File: config.mk
export PLATFORM = sky130hd
export DESIGN_NAME = barrier_gate_sequencer_flat
export DESIGN_NICKNAME = d
export VERILOG_FILES = /design/src/design/bgs_pkg.sv /design/src/design/bgs_if.sv /design/src/design/bgs_debounce.sv /design/src/design/bgs_gate_ctrl.sv /design/src/design/barrier_gate_sequencer.sv /design/src/flat_wrapper.sv
export SDC_FILE = /design/constraint.sdc
export NUM_CORES = 1
export LEC_CHECK = 0
export ABC_AREA = 1
export BUFFER_PORTS_ARGS = -buffer_cell sky130_fd_sc_hd__buf_2
export CAP_MARGIN = 20
export CORE_AREA = 2 2 102 113
export CTS_CLUSTER_DIAMETER = 150
export CTS_CLUSTER_SIZE = 14
export DETAILED_ROUTE_END_ITERATION = 10
export DIE_AREA = 0 0 104 115
export PLACE_DENSITY = 0.86
export SYNTH_ARGS = -nofsm -noshare
export SYNTH_HDL_FRONTEND = slang
export SYNTH_HIERARCHICAL = 1
export SYNTH_SLANG_ARGS = --single-unit
File: constraint.sdc
create_clock -name clk -period 3.9 [get_ports clk]
set_clock_uncertainty 0.05 [all_clocks]
set_input_delay 0.78 -clock clk [delete_from_list [all_inputs] [get_ports clk]]
set_output_delay 0.78 -clock clk [all_outputs]
set_load 0.01 [all_outputs]
File: src/design/bgs_pkg.sv
// Shared types and constants for the barrier gate sequencer.
// No dependencies; every other design file imports this package.
package bgs_pkg;

  localparam int SLOTS     = 8;
  localparam int MASK_W    = 8;
  localparam int SLOT_W    = 4;
  localparam int COUNT_W   = 4;
  localparam int HOLD_W    = 8;
  localparam int TIMEOUT_W = 16;
  localparam int CFG_IDX_W = 2;
  localparam int CFG_DAT_W = 16;

  localparam logic [SLOT_W-1:0]    NO_SLOT         = SLOT_W'(8);
  localparam logic [HOLD_W-1:0]    HOLD_MAX        = 8'hFF;
  localparam logic [HOLD_W-1:0]    DEBOUNCE_RESET  = 8'd50;
  localparam logic [TIMEOUT_W-1:0] TIMEOUT_RESET   = 16'd5000;

  typedef enum logic [2:0] {
    OP_TICK       = 3'd0,
    OP_OPEN_ENTRY = 3'd1,
    OP_OPEN_EXIT  = 3'd2,
    OP_CLR_PRESS  = 3'd3,
    OP_CLR_DONE   = 3'd4
  } op_t;

  typedef enum logic [1:0] {
    MODE_IDLE = 2'd0,
    MODE_PARK = 2'd1,
    MODE_EXIT = 2'd2
  } gate_mode_t;

  typedef enum logic [1:0] {
    KIND_NONE  = 2'd0,
    KIND_ENTRY = 2'd1,
    KIND_EXIT  = 2'd2
  } done_kind_t;

  typedef enum logic [CFG_IDX_W-1:0] {
    REG_DEBOUNCE = 2'd0,
    REG_TIMEOUT  = 2'd1,
    REG_PRESSED  = 2'd2
  } cfg_reg_t;

  // Gate state after the current item, handed from the gate controller to the top.
  typedef struct packed {
    logic              entry_open;
    logic              exit_open;
    gate_mode_t        mode;
    logic              done_flag;
    done_kind_t        done_kind;
    logic [SLOT_W-1:0] done_slot;
  } gate_status_t;

  typedef struct packed {
    logic              entry_press_pending;
    logic              exit_press_pending;
    logic              entry_barrier_open;
    logic              exit_barrier_open;
    logic [1:0]        gate_mode;
    logic              completed_flag;
    logic [1:0]        completed_kind;
    logic [SLOT_W-1:0] completed_slot;
    logic              entry_allowed;
    logic              exit_allowed;
  } result_t;

endpackage

File: src/design/bgs_if.sv
// Channel interfaces: command input, result output and configuration write.
// Depends on bgs_pkg for field widths.
interface bgs_in_if;
  import bgs_pkg::*;
  logic               valid;
  logic               ready;
  logic [2:0]         opcode;
  logic               entry_button_pin;
  logic               exit_button_pin;
  logic [MASK_W-1:0]  slot_mask;
  logic               lot_full;
  logic [COUNT_W-1:0] occupied_count;

  modport source (output valid, opcode, entry_button_pin, exit_button_pin, slot_mask,
                  lot_full, occupied_count, input ready);
  modport sink   (input valid, opcode, entry_button_pin, exit_button_pin, slot_mask,
                  lot_full, occupied_count, output ready);
endinterface

interface bgs_out_if;
  import bgs_pkg::*;
  logic              valid;
  logic              ready;
  logic              entry_press_pending;
  logic              exit_press_pending;
  logic              entry_barrier_open;
  logic              exit_barrier_open;
  logic [1:0]        gate_mode;
  logic              completed_flag;
  logic [1:0]        completed_kind;
  logic [SLOT_W-1:0] completed_slot;
  logic              entry_allowed;
  logic              exit_allowed;

  modport source (output valid, entry_press_pending, exit_press_pending, entry_barrier_open,
                  exit_barrier_open, gate_mode, completed_flag, completed_kind,
                  completed_slot, entry_allowed, exit_allowed, input ready);
  modport sink   (input valid, entry_press_pending, exit_press_pending, entry_barrier_open,
                  exit_barrier_open, gate_mode, completed_flag, completed_kind,
                  completed_slot, entry_allowed, exit_allowed, output ready);
endinterface

interface bgs_cfg_if;
  import bgs_pkg::*;
  logic                 valid;
  logic                 ready;
  logic [CFG_IDX_W-1:0] index;
  logic [CFG_DAT_W-1:0] data;

  modport source (output valid, index, data, input ready);
  modport sink   (input valid, index, data, output ready);
endinterface

File: src/design/bgs_debounce.sv
// Tick-driven button debouncer with rising-press detect.
// Depends on bgs_pkg.
module bgs_debounce (
  input  logic                       clk,
  input  logic                       rst_n,
  input  logic                       en,
  input  logic                       level,
  input  logic                       pressed_level,
  input  logic [bgs_pkg::HOLD_W-1:0] hold_limit,
  output logic                       rise
);
  import bgs_pkg::*;

  logic              raw_r, raw_nxt;
  logic              stable_r, stable_nxt;
  logic [HOLD_W-1:0] hold_r, hold_nxt;
  logic              p;

  assign p = (level == pressed_level);

  always_comb begin
    raw_nxt    = raw_r;
    stable_nxt = stable_r;
    hold_nxt   = hold_r;
    rise       = 1'b0;
    if (p != raw_r) begin
      raw_nxt  = p;
      hold_nxt = '0;
    end else begin
      if (hold_r != HOLD_MAX) hold_nxt = hold_r + HOLD_W'(1);
      if (p != stable_r && hold_nxt >= hold_limit) begin
        stable_nxt = p;
        rise       = p;
      end
    end
  end

  always_ff @(posedge clk) begin
    if (!rst_n) begin
      raw_r    <= 1'b0;
      stable_r <= 1'b0;
      hold_r   <= '0;
    end else if (en) begin
      raw_r    <= raw_nxt;
      stable_r <= stable_nxt;
      hold_r   <= hold_nxt;
    end
  end

endmodule

File: src/design/bgs_gate_ctrl.sv
// Gate controller: mode, barriers, shared wait countdown, reference mask
// and completion record. Depends on bgs_pkg.
module bgs_gate_ctrl (
  input  logic                          clk,
  input  logic                          rst_n,
  input  logic                          upd,
  input  logic [2:0]                    opcode,
  input  logic [bgs_pkg::MASK_W-1:0]    slot_mask,
  input  logic                          lot_full,
  input  logic [bgs_pkg::COUNT_W-1:0]   occupied_count,
  input  logic [bgs_pkg::TIMEOUT_W-1:0] timeout_ticks,
  output bgs_pkg::gate_status_t         status_nxt
);
  import bgs_pkg::*;

  gate_status_t         st_r;
  logic [TIMEOUT_W-1:0] cd_r, cd_nxt, cd_dec;
  logic [MASK_W-1:0]    ref_r, ref_nxt;
  logic [SLOT_W-1:0]    hit_slot;
  logic                 want;
  logic                 fin;

  // lowest slot whose bit changed and now reads as want
  function automatic logic [SLOT_W-1:0] find_slot(input logic [MASK_W-1:0] old_m,
                                                  input logic [MASK_W-1:0] new_m,
                                                  input logic w);
    logic [SLOT_W-1:0] res;
    res = NO_SLOT;
    for (int i = SLOTS - 1; i >= 0; i--) begin
      if ((old_m[i] ^ new_m[i]) && (new_m[i] == w)) res = SLOT_W'(i);
    end
    return res;
  endfunction

  assign want     = (st_r.mode == MODE_PARK);
  assign hit_slot = find_slot(ref_r, slot_mask, want);
  assign cd_dec   = (cd_r != '0) ? cd_r - TIMEOUT_W'(1) : cd_r;

  always_comb begin
    status_nxt = st_r;
    cd_nxt     = cd_r;
    ref_nxt    = ref_r;
    fin        = 1'b0;
    case (opcode)
      OP_TICK: begin
        if (st_r.mode == MODE_PARK || st_r.mode == MODE_EXIT) begin
          if (hit_slot != NO_SLOT) begin
            status_nxt.done_flag = 1'b1;
            status_nxt.done_kind = want ? KIND_ENTRY : KIND_EXIT;
            status_nxt.done_slot = hit_slot;
            fin = 1'b1;
          end else begin
            cd_nxt = cd_dec;
            fin    = (cd_dec == '0);
          end
          if (fin) begin
            if (want) status_nxt.entry_open = 1'b0;
            else      status_nxt.exit_open  = 1'b0;
            status_nxt.mode = MODE_IDLE;
          end
        end
        if (status_nxt.mode == MODE_IDLE) ref_nxt = slot_mask;
        if (lot_full) begin
          status_nxt.entry_open = 1'b0;
          if (status_nxt.mode == MODE_PARK) status_nxt.mode = MODE_IDLE;
        end
      end
      OP_OPEN_ENTRY: begin
        if (st_r.mode == MODE_IDLE && !lot_full) begin
          status_nxt.entry_open = 1'b1;
          status_nxt.exit_open  = 1'b0;
          status_nxt.mode       = MODE_PARK;
          status_nxt.done_flag  = 1'b0;
          status_nxt.done_kind  = KIND_NONE;
          status_nxt.done_slot  = NO_SLOT;
          ref_nxt = slot_mask;
          cd_nxt  = timeout_ticks;
        end
      end
      OP_OPEN_EXIT: begin
        if (st_r.mode == MODE_IDLE && occupied_count != '0) begin
          status_nxt.entry_open = 1'b0;
          status_nxt.exit_open  = 1'b1;
          status_nxt.mode       = MODE_EXIT;
          status_nxt.done_flag  = 1'b0;
          status_nxt.done_kind  = KIND_NONE;
          status_nxt.done_slot  = NO_SLOT;
          ref_nxt = slot_mask;
          cd_nxt  = timeout_ticks;
        end
      end
      OP_CLR_DONE: begin
        status_nxt.done_flag = 1'b0;
        status_nxt.done_kind = KIND_NONE;
        status_nxt.done_slot = NO_SLOT;
      end
      default: begin
      end
    endcase
  end

  always_ff @(posedge clk) begin
    if (!rst_n) begin
      st_r.entry_open <= 1'b0;
      st_r.exit_open  <= 1'b0;
      st_r.mode       <= MODE_IDLE;
      st_r.done_flag  <= 1'b0;
      st_r.done_kind  <= KIND_NONE;
      st_r.done_slot  <= NO_SLOT;
      cd_r            <= '0;
      ref_r           <= '0;
    end else if (upd) begin
      st_r  <= status_nxt;
      cd_r  <= cd_nxt;
      ref_r <= ref_nxt;
    end
  end

endmodule

File: src/design/barrier_gate_sequencer.sv
// Barrier gate sequencer: top level with config registers, press latches,
// debouncers, gate controller and a two-entry result buffer.
// Each result is registered into the head register, or the skid slot while stalled.
// Throughput: one item per cycle; in_ch stalls only when both result slots are full.
// Reset (synchronous, rst_n low): all gate and button state cleared, completion slot
// set to none, registers back to debounce 50, timeout 5000, active-low buttons.
module barrier_gate_sequencer (
  input logic       clk,
  input logic       rst_n,
  bgs_in_if.sink    in_ch,
  bgs_out_if.source out_ch,
  bgs_cfg_if.sink   cfg_ch
);
  import bgs_pkg::*;

  // configuration registers, written only while the block is quiet: a rule on the user that the block leaves unenforced
  logic [HOLD_W-1:0]    debounce_r;
  logic [TIMEOUT_W-1:0] timeout_r;
  logic                 pressed_r;

  logic [1:0]   press_r, press_nxt;
  logic         accept;
  logic         tick;
  logic         entry_rise, exit_rise;
  gate_status_t gate_nxt;
  result_t      res_nxt;

  // result buffer: head register plus a skid slot behind it
  result_t out_r, skid_r;
  logic    out_valid_r, skid_valid_r;
  logic    pop;

  assign cfg_ch.ready = 1'b1;

  always_ff @(posedge clk) begin
    if (!rst_n) begin
      debounce_r <= DEBOUNCE_RESET;
      timeout_r  <= TIMEOUT_RESET;
      pressed_r  <= 1'b0;
    end else if (cfg_ch.valid) begin
      case (cfg_ch.index)
        REG_DEBOUNCE: debounce_r <= cfg_ch.data[HOLD_W-1:0];
        REG_TIMEOUT:  timeout_r  <= cfg_ch.data[TIMEOUT_W-1:0];
        REG_PRESSED:  pressed_r  <= cfg_ch.data[0];
        default: begin
        end
      endcase
    end
  end

  // accept as long as the skid slot is free
  assign in_ch.ready = !skid_valid_r;
  assign accept      = in_ch.valid && in_ch.ready;
  assign tick        = accept && (in_ch.opcode == OP_TICK);

  bgs_debounce u_entry_db (
    .clk           (clk),
    .rst_n         (rst_n),
    .en            (tick),
    .level         (in_ch.entry_button_pin),
    .pressed_level (pressed_r),
    .hold_limit    (debounce_r),
    .rise          (entry_rise)
  );

  bgs_debounce u_exit_db (
    .clk           (clk),
    .rst_n         (rst_n),
    .en            (tick),
    .level         (in_ch.exit_button_pin),
    .pressed_level (pressed_r),
    .hold_limit    (debounce_r),
    .rise          (exit_rise)
  );

  bgs_gate_ctrl u_gate (
    .clk            (clk),
    .rst_n          (rst_n),
    .upd            (accept),
    .opcode         (in_ch.opcode),
    .slot_mask      (in_ch.slot_mask),
    .lot_full       (in_ch.lot_full),
    .occupied_count (in_ch.occupied_count),
    .timeout_ticks  (timeout_r),
    .status_nxt     (gate_nxt)
  );

  // press latches: set by debounced rising press on a tick, cleared by command
  always_comb begin
    press_nxt = press_r;
    case (in_ch.opcode)
      OP_TICK:      press_nxt = press_r | {exit_rise, entry_rise};
      OP_CLR_PRESS: press_nxt = 2'b00;
      default: begin
      end
    endcase
  end

  always_comb begin
    res_nxt.entry_press_pending = press_nxt[0];
    res_nxt.exit_press_pending  = press_nxt[1];
    res_nxt.entry_barrier_open  = gate_nxt.entry_open;
    res_nxt.exit_barrier_open   = gate_nxt.exit_open;
    res_nxt.gate_mode           = gate_nxt.mode;
    res_nxt.completed_flag      = gate_nxt.done_flag;
    res_nxt.completed_kind      = gate_nxt.done_kind;
    res_nxt.completed_slot      = gate_nxt.done_slot;
    // allowed flags use this item's lot_full and occupied_count
    res_nxt.entry_allowed       = (gate_nxt.mode == MODE_IDLE) && !in_ch.lot_full;
    res_nxt.exit_allowed        = (gate_nxt.mode == MODE_IDLE) && (in_ch.occupied_count != '0);
  end

  always_ff @(posedge clk) begin
    if (!rst_n) begin
      press_r <= 2'b00;
    end else if (accept) begin
      press_r <= press_nxt;
    end
  end

  assign pop = out_valid_r && out_ch.ready;

  // skid slot never fills during a pop: a new item goes to the head, or ready is low
  always_ff @(posedge clk) begin
    if (!rst_n) begin
      out_valid_r  <= 1'b0;
      skid_valid_r <= 1'b0;
    end else if (pop) begin
      if (skid_valid_r) begin
        out_r        <= skid_r;
        skid_valid_r <= 1'b0;
      end else if (accept) begin
        out_r <= res_nxt;
      end else begin
        out_valid_r <= 1'b0;
      end
    end else if (accept) begin
      if (!out_valid_r) begin
        out_r       <= res_nxt;
        out_valid_r <= 1'b1;
      end else begin
        skid_r       <= res_nxt;
        skid_valid_r <= 1'b1;
      end
    end
  end

  assign out_ch.valid               = out_valid_r;
  assign out_ch.entry_press_pending = out_r.entry_press_pending;
  assign out_ch.exit_press_pending  = out_r.exit_press_pending;
  assign out_ch.entry_barrier_open  = out_r.entry_barrier_open;
  assign out_ch.exit_barrier_open   = out_r.exit_barrier_open;
  assign out_ch.gate_mode           = out_r.gate_mode;
  assign out_ch.completed_flag      = out_r.completed_flag;
  assign out_ch.completed_kind      = out_r.completed_kind;
  assign out_ch.completed_slot      = out_r.completed_slot;
  assign out_ch.entry_allowed       = out_r.entry_allowed;
  assign out_ch.exit_allowed        = out_r.exit_allowed;

endmodule

File: src/flat_wrapper.sv
// flat-port wrapper written by rule: the top's interface ports become plain ports
module barrier_gate_sequencer_flat import bgs_pkg::*;
  (clk, rst_n, in_ch_valid, in_ch_opcode, in_ch_entry_button_pin, in_ch_exit_button_pin, in_ch_slot_mask, in_ch_lot_full, in_ch_occupied_count, in_ch_ready, out_ch_valid, out_ch_entry_press_pending, out_ch_exit_press_pending, out_ch_entry_barrier_open, out_ch_exit_barrier_open, out_ch_gate_mode, out_ch_completed_flag, out_ch_completed_kind, out_ch_completed_slot, out_ch_entry_allowed, out_ch_exit_allowed, out_ch_ready, cfg_ch_valid, cfg_ch_index, cfg_ch_data, cfg_ch_ready);
  bgs_in_if in_ch_i ();
  bgs_out_if out_ch_i ();
  bgs_cfg_if cfg_ch_i ();
  input logic clk;
  input logic rst_n;
  input wire logic [$bits(in_ch_i.valid)-1:0] in_ch_valid;
  input wire logic [$bits(in_ch_i.opcode)-1:0] in_ch_opcode;
  input wire logic [$bits(in_ch_i.entry_button_pin)-1:0] in_ch_entry_button_pin;
  input wire logic [$bits(in_ch_i.exit_button_pin)-1:0] in_ch_exit_button_pin;
  input wire logic [$bits(in_ch_i.slot_mask)-1:0] in_ch_slot_mask;
  input wire logic [$bits(in_ch_i.lot_full)-1:0] in_ch_lot_full;
  input wire logic [$bits(in_ch_i.occupied_count)-1:0] in_ch_occupied_count;
  output wire logic [$bits(in_ch_i.ready)-1:0] in_ch_ready;
  output wire logic [$bits(out_ch_i.valid)-1:0] out_ch_valid;
  output wire logic [$bits(out_ch_i.entry_press_pending)-1:0] out_ch_entry_press_pending;
  output wire logic [$bits(out_ch_i.exit_press_pending)-1:0] out_ch_exit_press_pending;
  output wire logic [$bits(out_ch_i.entry_barrier_open)-1:0] out_ch_entry_barrier_open;
  output wire logic [$bits(out_ch_i.exit_barrier_open)-1:0] out_ch_exit_barrier_open;
  output wire logic [$bits(out_ch_i.gate_mode)-1:0] out_ch_gate_mode;
  output wire logic [$bits(out_ch_i.completed_flag)-1:0] out_ch_completed_flag;
  output wire logic [$bits(out_ch_i.completed_kind)-1:0] out_ch_completed_kind;
  output wire logic [$bits(out_ch_i.completed_slot)-1:0] out_ch_completed_slot;
  output wire logic [$bits(out_ch_i.entry_allowed)-1:0] out_ch_entry_allowed;
  output wire logic [$bits(out_ch_i.exit_allowed)-1:0] out_ch_exit_allowed;
  input wire logic [$bits(out_ch_i.ready)-1:0] out_ch_ready;
  input wire logic [$bits(cfg_ch_i.valid)-1:0] cfg_ch_valid;
  input wire logic [$bits(cfg_ch_i.index)-1:0] cfg_ch_index;
  input wire logic [$bits(cfg_ch_i.data)-1:0] cfg_ch_data;
  output wire logic [$bits(cfg_ch_i.ready)-1:0] cfg_ch_ready;
  assign in_ch_i.valid = in_ch_valid;
  assign in_ch_i.opcode = in_ch_opcode;
  assign in_ch_i.entry_button_pin = in_ch_entry_button_pin;
  assign in_ch_i.exit_button_pin = in_ch_exit_button_pin;
  assign in_ch_i.slot_mask = in_ch_slot_mask;
  assign in_ch_i.lot_full = in_ch_lot_full;
  assign in_ch_i.occupied_count = in_ch_occupied_count;
  assign in_ch_ready = in_ch_i.ready;
  assign out_ch_valid = out_ch_i.valid;
  assign out_ch_entry_press_pending = out_ch_i.entry_press_pending;
  assign out_ch_exit_press_pending = out_ch_i.exit_press_pending;
  assign out_ch_entry_barrier_open = out_ch_i.entry_barrier_open;
  assign out_ch_exit_barrier_open = out_ch_i.exit_barrier_open;
  assign out_ch_gate_mode = out_ch_i.gate_mode;
  assign out_ch_completed_flag = out_ch_i.completed_flag;
  assign out_ch_completed_kind = out_ch_i.completed_kind;
  assign out_ch_completed_slot = out_ch_i.completed_slot;
  assign out_ch_entry_allowed = out_ch_i.entry_allowed;
  assign out_ch_exit_allowed = out_ch_i.exit_allowed;
  assign out_ch_i.ready = out_ch_ready;
  assign cfg_ch_i.valid = cfg_ch_valid;
  assign cfg_ch_i.index = cfg_ch_index;
  assign cfg_ch_i.data = cfg_ch_data;
  assign cfg_ch_ready = cfg_ch_i.ready;
  barrier_gate_sequencer u_core (.clk(clk), .rst_n(rst_n), .in_ch(in_ch_i), .out_ch(out_ch_i), .cfg_ch(cfg_ch_i));
endmodule
==> flow_metrics.py, run 1 <==
metrics = {
    "clock_tree": {
        "htree_levels": 4,
        "cts_hold_buf": 0,
        "path_clk_slew_ps": 50,
        "cts-root-buf": "clkbuf_16",
        "cts_setup_buffers": 0,
        "cts_tree": "yes",
        "cts.repair.resized": 0,
        "cts_buffer_depth": 2,
        "cts_buffers": 17,
        "cts.sinks": 114,
        "clock_latency_ps": 410,
    },
    "routing": {
        "drtAntennaViolNets": 0,
        "vias": 6388,
        "wl_per_cell_um": 13.5,
        "top_layer": "met4",
        "route.detailed.drc": 0,
        "wl_mm": 15.8,
        "viasPerCell": 5.46,
        "drt_iter0_markers": 471,
        "dr_wl_met2_mm": 7.79,
        "dr.pass1.iters": 6,
        "wl_met3_um": 956,
        "wl_met1_mm": 6.66,
    },
    "grt": {
        "grt_max_degree": 30,
        "grt_pass1_vias": 5818,
        "grt_overflow_total": 0,
        "grt_use_total": 0.272,
        "grt_pass1_wl_mm": 26.4,
        "antenna_found_initial": 0,
    },
    "pwr": {
        "p_leak_uw": 0.00365,
        "power_density_nw_per_um2": 442,
        "ir_drop_mv": 0.320,
    },
    "sta": {
        "hold_viol": 0,
        "rsz0062_at_grt": "no",
        "tns_ps": 0,
        "setup_violations": 0,
        "max_freq_ghz": 0.351,
        "fin_crit_sh": 0.731,
        "max_slew_margin": 0.578,
        "fin_crit_ps": 2850,
        "maxSlewViolCount": 0,
        "tightest_slew_ps": 627,
    },
    "synthesis": {
        "synthCells": 951,
        "yosysMostFrequentCell": "nand2_1",
        "ys_seq_elements": 114,
        "ys.warnings.count": 6,
        "yosys_most_used_dff": "dfxtp_1",
        "synth_commonest_cells": "245 x nand2_1, 119 x inv_1, 117 x nor2_1, 84 x dfxtp_1, 61 x o21ai_0",
        "synth_area_leaders": "dfxtp_1 24%, nand2_1 13%, edfxtp_1 13%",
        "async_reset_ff_frac": 0,
        "syn_nets": 1014,
        "yosysSeqAreaShare": 0.376,
        "syn-cell-area_sq_um": 6880,
        "yosys.area.top_type": "dfxtp_1",
        "syn_avg_cell_area_sq_um": 7.23,
        "synth_edf_count": 30,
        "synth.top_cell.area_share": 0.245,
        "synth_cell_type_count": 50,
    },
    "floorplanning": {
        "pin_count": 59,
        "chipWidth_um": 104,
        "initial_core_util": 0.636,
        "dieArea_sq_um": 12000,
        "core_sq_um": 10800,
        "chipHeight_um": 115,
        "row_count": 40,
    },
    "layout": {
        "postLayoutCoreUtil": 0.721,
        "antenna_cells": 0,
        "seqCellArea_sq_um": 2580,
        "multi_input_area_sq_um": 3650,
        "area_growth_pct": 13.4,
        "n_fill_cell": 877,
        "layout.nets": 1074,
        "layout-drive-gt1-share": 0.191,
        "fin_cells": 1170,
    },
    "setup_path": {
        "end_kind": "register",
        "critical_path_class": "reg -> reg",
        "worstPathArrival_ps": 3080,
        "worstPathMaxFanout": 13,
        "startpoint_type": "register",
        "crit_required_ps": 4130,
    },
    "status": {
        "outcome": "completed",
    },
    "placed_design": {
        "numPortBuffers": 57,
        "placed_cells": 1138,
        "hpwl_mm": 11.2,
        "place.gp.congestion": 0.962,
    },
    "hold_path": {
        "hold_path_class": "reg -> reg",
    },
    "flow_run": {
        "cap_violations": 0,
    },
}
where the power goes:
group          switching (uW)  leakage [uW]  total (uW)  internal, uW
Clock                     514      0.000272        1460           945
Sequential               46.6      0.000968        1330          1290
Combinational             439       0.00241         657           219
Total                     999       0.00365        3450          2450
registers in the layout, indices dropped and copies added, names as in the netlist, 4 cells and up:
name	flops
u_core/u_exit_db/hold_r	8
u_core/timeout_r	16
u_core/skid_r	15
u_core/u_gate/ref_r	8
u_core/u_gate/st_r	11
u_core/debounce_r	8
u_core/u_entry_db/hold_r	8
u_core/u_gate/cd_r	16
u_core/out_ch.completed_slot	4
metal layers:
metal  vias to the layer above  GRT usage
li1                       3196          -
met1                      2921      0.313
met2                       235      0.500
met3                        36     0.0533
met4                         0      0.109
met5                         -          0
worst max-delay path: stages, from the launching register on:
cell and delay [ps]:
dfxtp_1 320, inv_1 100, ha_1 230, nand2_2 130, nor2_4 160, nand2_2 190, o21ai_0 170, nand4_1 130
nor2_1 180, nand2_2 130, nand3_1 90, nand2_1 50, nand2_1 70, nand3_1 120, or2_2 340, nor2_1 140
nand2_1 60, nand2_1 60
path summary, 6_finish.rpt:
path,start,endpoint,slack [ps],cells after the start
max,u_core/u_gate/cd_r[1],u_core/out_ch.entry_allowed,1050,17
min,u_core/timeout_r[9],u_core/timeout_r[9],410,2
max reg2reg,u_core/u_gate/cd_r[1],u_core/out_ch.entry_allowed,1050,17
min reg2reg,u_core/timeout_r[9],u_core/timeout_r[9],410,2
cells by family (layout without fill, tap and decap cells):
kind of cell / Yosys count / count (layout) / share of synthesized area
buffers and inverters: 154 / 226 / 0.0943
flip-flops: 114 / 114 / 0.376
XOR/XNOR: 12 / 12 / 0.0175
AND/OR/NAND/NOR: 498 / 498 / 0.329
adder cells (fa/ha/maj): 22 / 22 / 0.0400
AO/OA/AOI/OAI: 150 / 150 / 0.144
other: 1 / 1 / 0.000545
cell type report:
cell class,count,area share
multi-input cells,683,0.468
flip-flops and latches,114,0.331
inverters,132,0.0639
clock buffers,24,0.0592
repair buffers,63,0.0429
well taps,147,0.0236
clock inverters,7,0.0109
layout by cell type (no fill, tap or decap), types with 9 or more instances in the layout:
cell,instances
nor2_1,117
buf_2,57
nor2_2,32
inv_2,9
edfxtp_1,30
a211oi_2,18
o21ai_0,61
nand2_1,245
a211oi_1,9
ha_1,22
nand2_2,18
clkbuf_16,17
inv_1,119
nand3_1,49
a21oi_1,39
dfxtp_1,84
nor2_4,9
through the flow:
step	cell area, sq um	hold slack [ps]	setup slack, ps	total power [uW]
4_1_cts	7780	414	1070	3450
3_3_place_gp	7240	394	1070	1970
5_1_grt	7800	436	760	3610
3_5_place_dp	7240	401	954	1990
2_1_floorplan	6880	379	1270	1850
6_report	7800	412	1050	3450
(Power assumes the default switching activity.)
==> run 2, diff against run 1 <==
Settings changed: CORE_AREA 2 2 102 113 to 2 2 110 123, DIE_AREA 0 0 104 115 to 0 0 112 125, PLACE_DENSITY 0.86 to 0.78.
Clock period 3.9 ns to 2.4 ns, I/O delays scaled along.
==> flow_metrics.py, run 2 (same netlist as run 1, synthesis figures left out) <==
metrics = {
    "status": {
        "outcome": "finished with violations",
        "violations": "negative setup slack",
    },
    "setup_path": {
        "end_kind": "register",
        "crit_top_cell": "nand2_1",
        "crit_required_ps": 2640,
        "crit_buf_inv": 1,
        "startpoint_type": "register",
        "worstPathArrival_ps": 2800,
        "critPathTopFamily": "simple AND/OR/NAND/NOR gates",
        "slowest_stage": "dfxtp_1",
        "slowest_delay_ps": 370,
        "worstPathMaxFanout": 11,
        "critical_path_class": "reg -> reg",
        "path_cells": "nor2_4, nand2_1, nor2_4, nand2_4, buf_4, nand2_1, nand2_1, nor2_2, nand2_2, nand3_2, nand2_2, nand2_2, nand3_2, or2_4, nand3b_1, nand2_1",
    },
    "clock_tree": {
        "cts.sinks": 114,
        "cts-root-buf": "clkbuf_16",
        "cts_buffers": 17,
        "cts_tree": "yes",
        "path_clk_slew_ps": 50,
        "htree_levels": 4,
        "cts_buffer_depth": 2,
        "clock_latency_ps": 430,
    },
    "floorplanning": {
        "dieArea_sq_um": 14000,
        "chipWidth_um": 112,
        "initial_core_util": 0.534,
        "chipHeight_um": 125,
        "pin_count": 59,
        "row_count": 44,
        "core_sq_um": 12900,
    },
    "sta": {
        "tns_ps": -1230,
        "worst_hold_slack_ps": 218,
        "hold_viol": 0,
        "rsz0062_at_grt": "yes",
        "fin_crit_ps": 2560,
        "setup_violations": 19,
        "maxSlewViolCount": 0,
        "setup_slack_ps": -164,
        "fin_crit_sh": 1.07,
        "max_freq_ghz": 0.390,
    },
    "grt": {
        "antenna_found_initial": 1,
        "grt_overflow_total": 0,
        "grt_pass1_vias": 6699,
        "grt_pass1_wl_mm": 30.6,
        "grt_max_degree": 32,
        "grt_use_total": 0.268,
    },
    "pwr": {
        "p_leak_uw": 0.00441,
        "power_density_nw_per_um2": 672,
        "ir_drop_mv": 0.531,
    },
    "layout": {
        "n_fill_cell": 829,
        "antenna_cells": 0,
        "layout.nets": 1202,
        "layout-drive-gt1-share": 0.372,
        "layout_common_cells": "222 x nand2_1, 123 x buf_4, 114 x inv_1, 99 x nor2_1, 72 x dfxtp_1",
        "final_common_cell": "nand2_1",
        "seqCellArea_sq_um": 2600,
        "area_growth_pct": 38.5,
        "postLayoutCoreUtil": 0.739,
        "reg_top3": "u_core/timeout_r (16), u_core/u_gate/cd_r (16), u_core/skid_r (15)",
        "multi_input_area_sq_um": 4310,
    },
    "routing": {
        "drt_iter0_markers": 586,
        "wl_mm": 21.6,
        "drtAntennaViolNets": 0,
        "vias": 7342,
        "route.detailed.drc": 0,
        "wl_per_cell_um": 16.4,
        "viasPerCell": 5.59,
        "dr.pass1.iters": 6,
    },
    "placed_design": {
        "numPortBuffers": 57,
        "place.gp.congestion": 0.940,
        "hpwl_mm": 12.4,
    },
    "hold_path": {
        "hold_path_class": "in -> reg",
    },
    "flow_run": {
        "cap_violations": 0,
    },
}
-- run 2: cell types whose count changed in the layout (fill, tap and decap cells not counted), moves of 14 or more --
cell | previous run | this run
buf_4 | 5 | 123
nand2_1 | 245 | 222
nand2_2 | 18 | 32
nor2_1 | 117 | 99
nor2_4 | 9 | 26
o21ai_0 | 61 | 41
-- run 2: where the power goes --
group          leakage, uW  internal (uW)  switching (uW)  total (uW)
Sequential        0.000973           2090            80.2        2170
Clock             0.000279           1600             883        2480
Combinational      0.00316            751             995        1750
-- run 2: worst register-to-register path: stages, from the launching register on --
cell,delay [ps]
dfxtp_1,370
nor2_4,160
nand2_1,120
nor2_4,180
nand2_4,130
buf_4,170
nand2_1,100
nand2_1,100
nor2_2,130
nand2_2,110
nand3_2,100
nand2_2,50
nand2_2,70
nand3_2,80
or2_4,270
nand3b_1,170
nand2_1,80
-- run 2: path summary, 6_finish.rpt --
check | startpoint | end | slack, ps | cells after the start
worst max-delay path | u_core/u_gate/cd_r[8] | u_core/out_ch.exit_allowed | -160 | 16
worst max register to register | u_core/u_gate/cd_r[8] | u_core/out_ch.exit_allowed | -160 | 16
worst min-delay path | cfg_ch_data[8] | u_core/timeout_r[8] | 220 | 3
worst min register to register | u_core/timeout_r[3] | u_core/timeout_r[3] | 430 | 2
-- run 2: what timing repair did --
item	in CTS	in global routing
setup endpoints to repair	24	54
setup buffers	18	17
pin swaps	30	45
gates cloned	1	0
hold buffers	0	0
resized for setup	64	117
-- run 2: area by class of cell --
type / count / area share
clock inverter: 14 / 0.0152
timing repair inverter: 1 / 0.000788
timing repair buffer: 190 / 0.140
multi-input combinational: 683 / 0.452
inverter: 132 / 0.0528
tap: 161 / 0.0212
sequential: 114 / 0.273
clock buffer: 18 / 0.0451
-- run 2: layer usage --
layer / wire length (um) / GRT usage / part of all wire
met1: 8170 / 0.303 / 0.38
met2: 11100 / 0.491 / 0.52
met3: 1520 / 0.0514 / 0.070
met4: 719 / 0.110 / 0.033
met5: 12 / 0 / 0.00056
-- run 2: per-stage QoR --
step,total power [uW],cells,instance area [sq um],setup WS (ps)
after global placement,3450,1247,7980,-113
after detailed placement,3480,1247,7980,-184
after CTS,6120,1298,8920,-116
after global routing,6640,1313,9520,-312
after floorplan,3000,951,6880,18.2
final,6400,1313,9520,-164
==> run 3, diff against run 2 <==
Settings changed: CORE_AREA 2 2 110 123 to 2 2 137 99, DIE_AREA 0 0 112 125 to 0 0 139 101, PLACE_DENSITY 0.78 to 0.75.
Clock period 2.4 ns to 2.85 ns, I/O delays scaled along.
==> flow_metrics.py, run 3 (same netlist as run 1, synthesis figures left out) <==
metrics = {
    "status": {
        "outcome": "completed",
    },
    "setup_path": {
        "slowest_delay_ps": 370,
        "worstPathArrival_ps": 2790,
        "crit_required_ps": 2950,
        "r2r_cells": 18,
        "r2r_slack_ps": 160,
        "critical_path_class": "reg -> reg",
        "cp.depth": 18,
        "path_cells": "ha_2, nand3_2, nor2_4, nand2_2, nand2_2, xor2_2, ha_1, a21oi_1, o21a_1, nand2_1, nand2_1, nor2_1, inv_1, nand2_1, nand3_1, nand2_1, nand2_1, nand2_1",
        "crit_top_cell": "nand2_1",
        "r2r-start": "u_core/u_exit_db/hold_r[0]",
        "worstPathMaxFanout": 5,
        "slowest_stage": "dfxtp_2",
        "startpoint_type": "register",
        "timing.rr.end": "u_core/out_ch.exit_press_pending",
        "critPathTopFamily": "simple AND/OR/NAND/NOR gates",
        "crit_buf_inv": 1,
        "end_kind": "register",
    },
    "clock_tree": {
        "htree_levels": 4,
        "path_clk_slew_ps": 50,
        "cts.sinks": 114,
        "clock_latency_ps": 410,
        "cts_buffers": 17,
        "cts_tree": "yes",
        "cts_buffer_depth": 2,
        "cts-root-buf": "clkbuf_16",
    },
    "floorplanning": {
        "core_sq_um": 12800,
        "chipWidth_um": 139,
        "chipHeight_um": 101,
        "initial_core_util": 0.538,
        "dieArea_sq_um": 14000,
        "pin_count": 59,
        "row_count": 35,
    },
    "grt": {
        "antenna_found_initial": 0,
        "grt_pass1_vias": 5556,
        "grt_use_total": 0.234,
        "grt_pass1_wl_mm": 26.6,
        "grt_max_degree": 33,
        "grt_overflow_total": 0,
    },
    "hold_path": {
        "hold_depth": 3,
        "hold_path_class": "in -> reg",
        "min_to": "u_core/timeout_r[9]",
        "min-delay-start": "cfg_ch_data[9]",
    },
    "flow_run": {
        "cap_violations": 0,
    },
    "routing": {
        "wl_per_cell_um": 13.5,
        "drt_iter0_markers": 535,
        "dr.pass1.iters": 5,
        "wl_mm": 16.2,
        "drtAntennaViolNets": 0,
        "route.detailed.drc": 0,
        "vias": 6242,
        "viasPerCell": 5.21,
    },
    "pwr": {
        "ir_drop_mv": 0.482,
        "power_density_nw_per_um2": 620,
        "p_leak_uw": 0.00373,
    },
    "sta": {
        "setup_slack_ps": 161,
        "fin_crit_ps": 2690,
        "maxSlewViolCount": 0,
        "max_slew_margin": 0.619,
        "max_freq_ghz": 0.372,
        "fin_crit_sh": 0.944,
        "setup_violations": 0,
        "tightest_slew_ps": 566,
        "tns_ps": 0,
        "hold_viol": 0,
        "worst_hold_slack_ps": 329,
    },
    "placed_design": {
        "place.gp.congestion": 0.909,
        "dp_worst_setup_slack_ps": 18.1,
        "hpwl_mm": 11.6,
        "numPortBuffers": 57,
        "dpl_cell_area_sq_um": 7310,
    },
    "layout": {
        "area_growth_pct": 16.5,
        "layout-drive-gt1-share": 0.216,
        "final_common_cell": "nand2_1",
        "n_fill_cell": 1141,
        "antenna_cells": 0,
        "layout_common_cells": "244 x nand2_1, 119 x inv_1, 114 x nor2_1, 80 x dfxtp_1",
        "reg_top3": "u_core/timeout_r (16), u_core/u_gate/cd_r (16), u_core/skid_r (15)",
        "layout.nets": 1083,
        "fin_area_sq_um": 8010,
    },
}
run 3: timing repair:
item,4_1_cts,5_1_grt
hold buffers,0,0
gates resized for setup,1,25
pin swaps,0,3
setup endpoints to repair,1,29
setup buffers,0,3
run 3: how the worst max path moves through the flow:
stage                                       end                        from  slack [ps]
2_1_floorplan      u_core/out_ch.completed_flag                 in_ch_valid         430
3_3_place_gp             u_core/u_gate/cd_r[15]       u_core/u_gate/st_r[8]         150
3_5_place_dp        u_core/out_ch.entry_allowed       u_core/u_gate/cd_r[1]          20
4_1_cts             u_core/out_ch.entry_allowed       u_core/u_gate/cd_r[1]          30
5_1_grt             u_core/out_ch.entry_allowed       u_core/u_gate/cd_r[5]         -30
6_report       u_core/out_ch.exit_press_pending  u_core/u_exit_db/hold_r[0]         160
run 3: final cells by class:
type / instances / area [sq um] / area share
clock inverter: 12 / 164 / 0.0205
sequential: 114 / 2590 / 0.323
inverter: 132 / 503 / 0.0628
clock buffer: 20 / 437 / 0.0545
multi-input combinational: 683 / 3720 / 0.464
tap: 166 / 208 / 0.0259
timing repair buffer: 72 / 398 / 0.0496
run 3: routing by layer:
| metal | wire (um) | track usage |
|---|---|---|
| met1 | 7990 | 0.334 |
| met2 | 6950 | 0.359 |
| met3 | 1010 | 0.0513 |
| met4 | 197 | 0.0699 |
| met5 | 0 | 0 |
run 3: power by group:
group / internal [uW] / leakage, uW / switching (uW)
clock: 1450 / 0.000291 / 740
combinational: 334 / 0.00247 / 624
sequential: 1760 / 0.000969 / 63.4
run 3: worst reg2reg max path, stage by stage (launching register included):
cell,delay (ps)
dfxtp_2,370
ha_2,210
nand3_2,110
nor2_4,130
nand2_2,100
nand2_2,90
xor2_2,200
ha_1,290
a21oi_1,160
o21a_1,130
nand2_1,110
nand2_1,80
nor2_1,40
inv_1,50
nand2_1,40
nand3_1,80
nand2_1,80
nand2_1,60
nand2_1,60
run 3: metrics by stage:
| stage | utilization | power (uW) | instances |
|---|---|---|---|
| detailed placement | 0.572 | 2740 | 1164 |
| finish | 0.627 | 4970 | 1199 |
| floorplan | - | 2530 | 951 |
| global placement | 0.572 | 2730 | 1164 |
| CTS | 0.619 | 4940 | 1196 |
| global route | 0.627 | 5210 | 1199 |
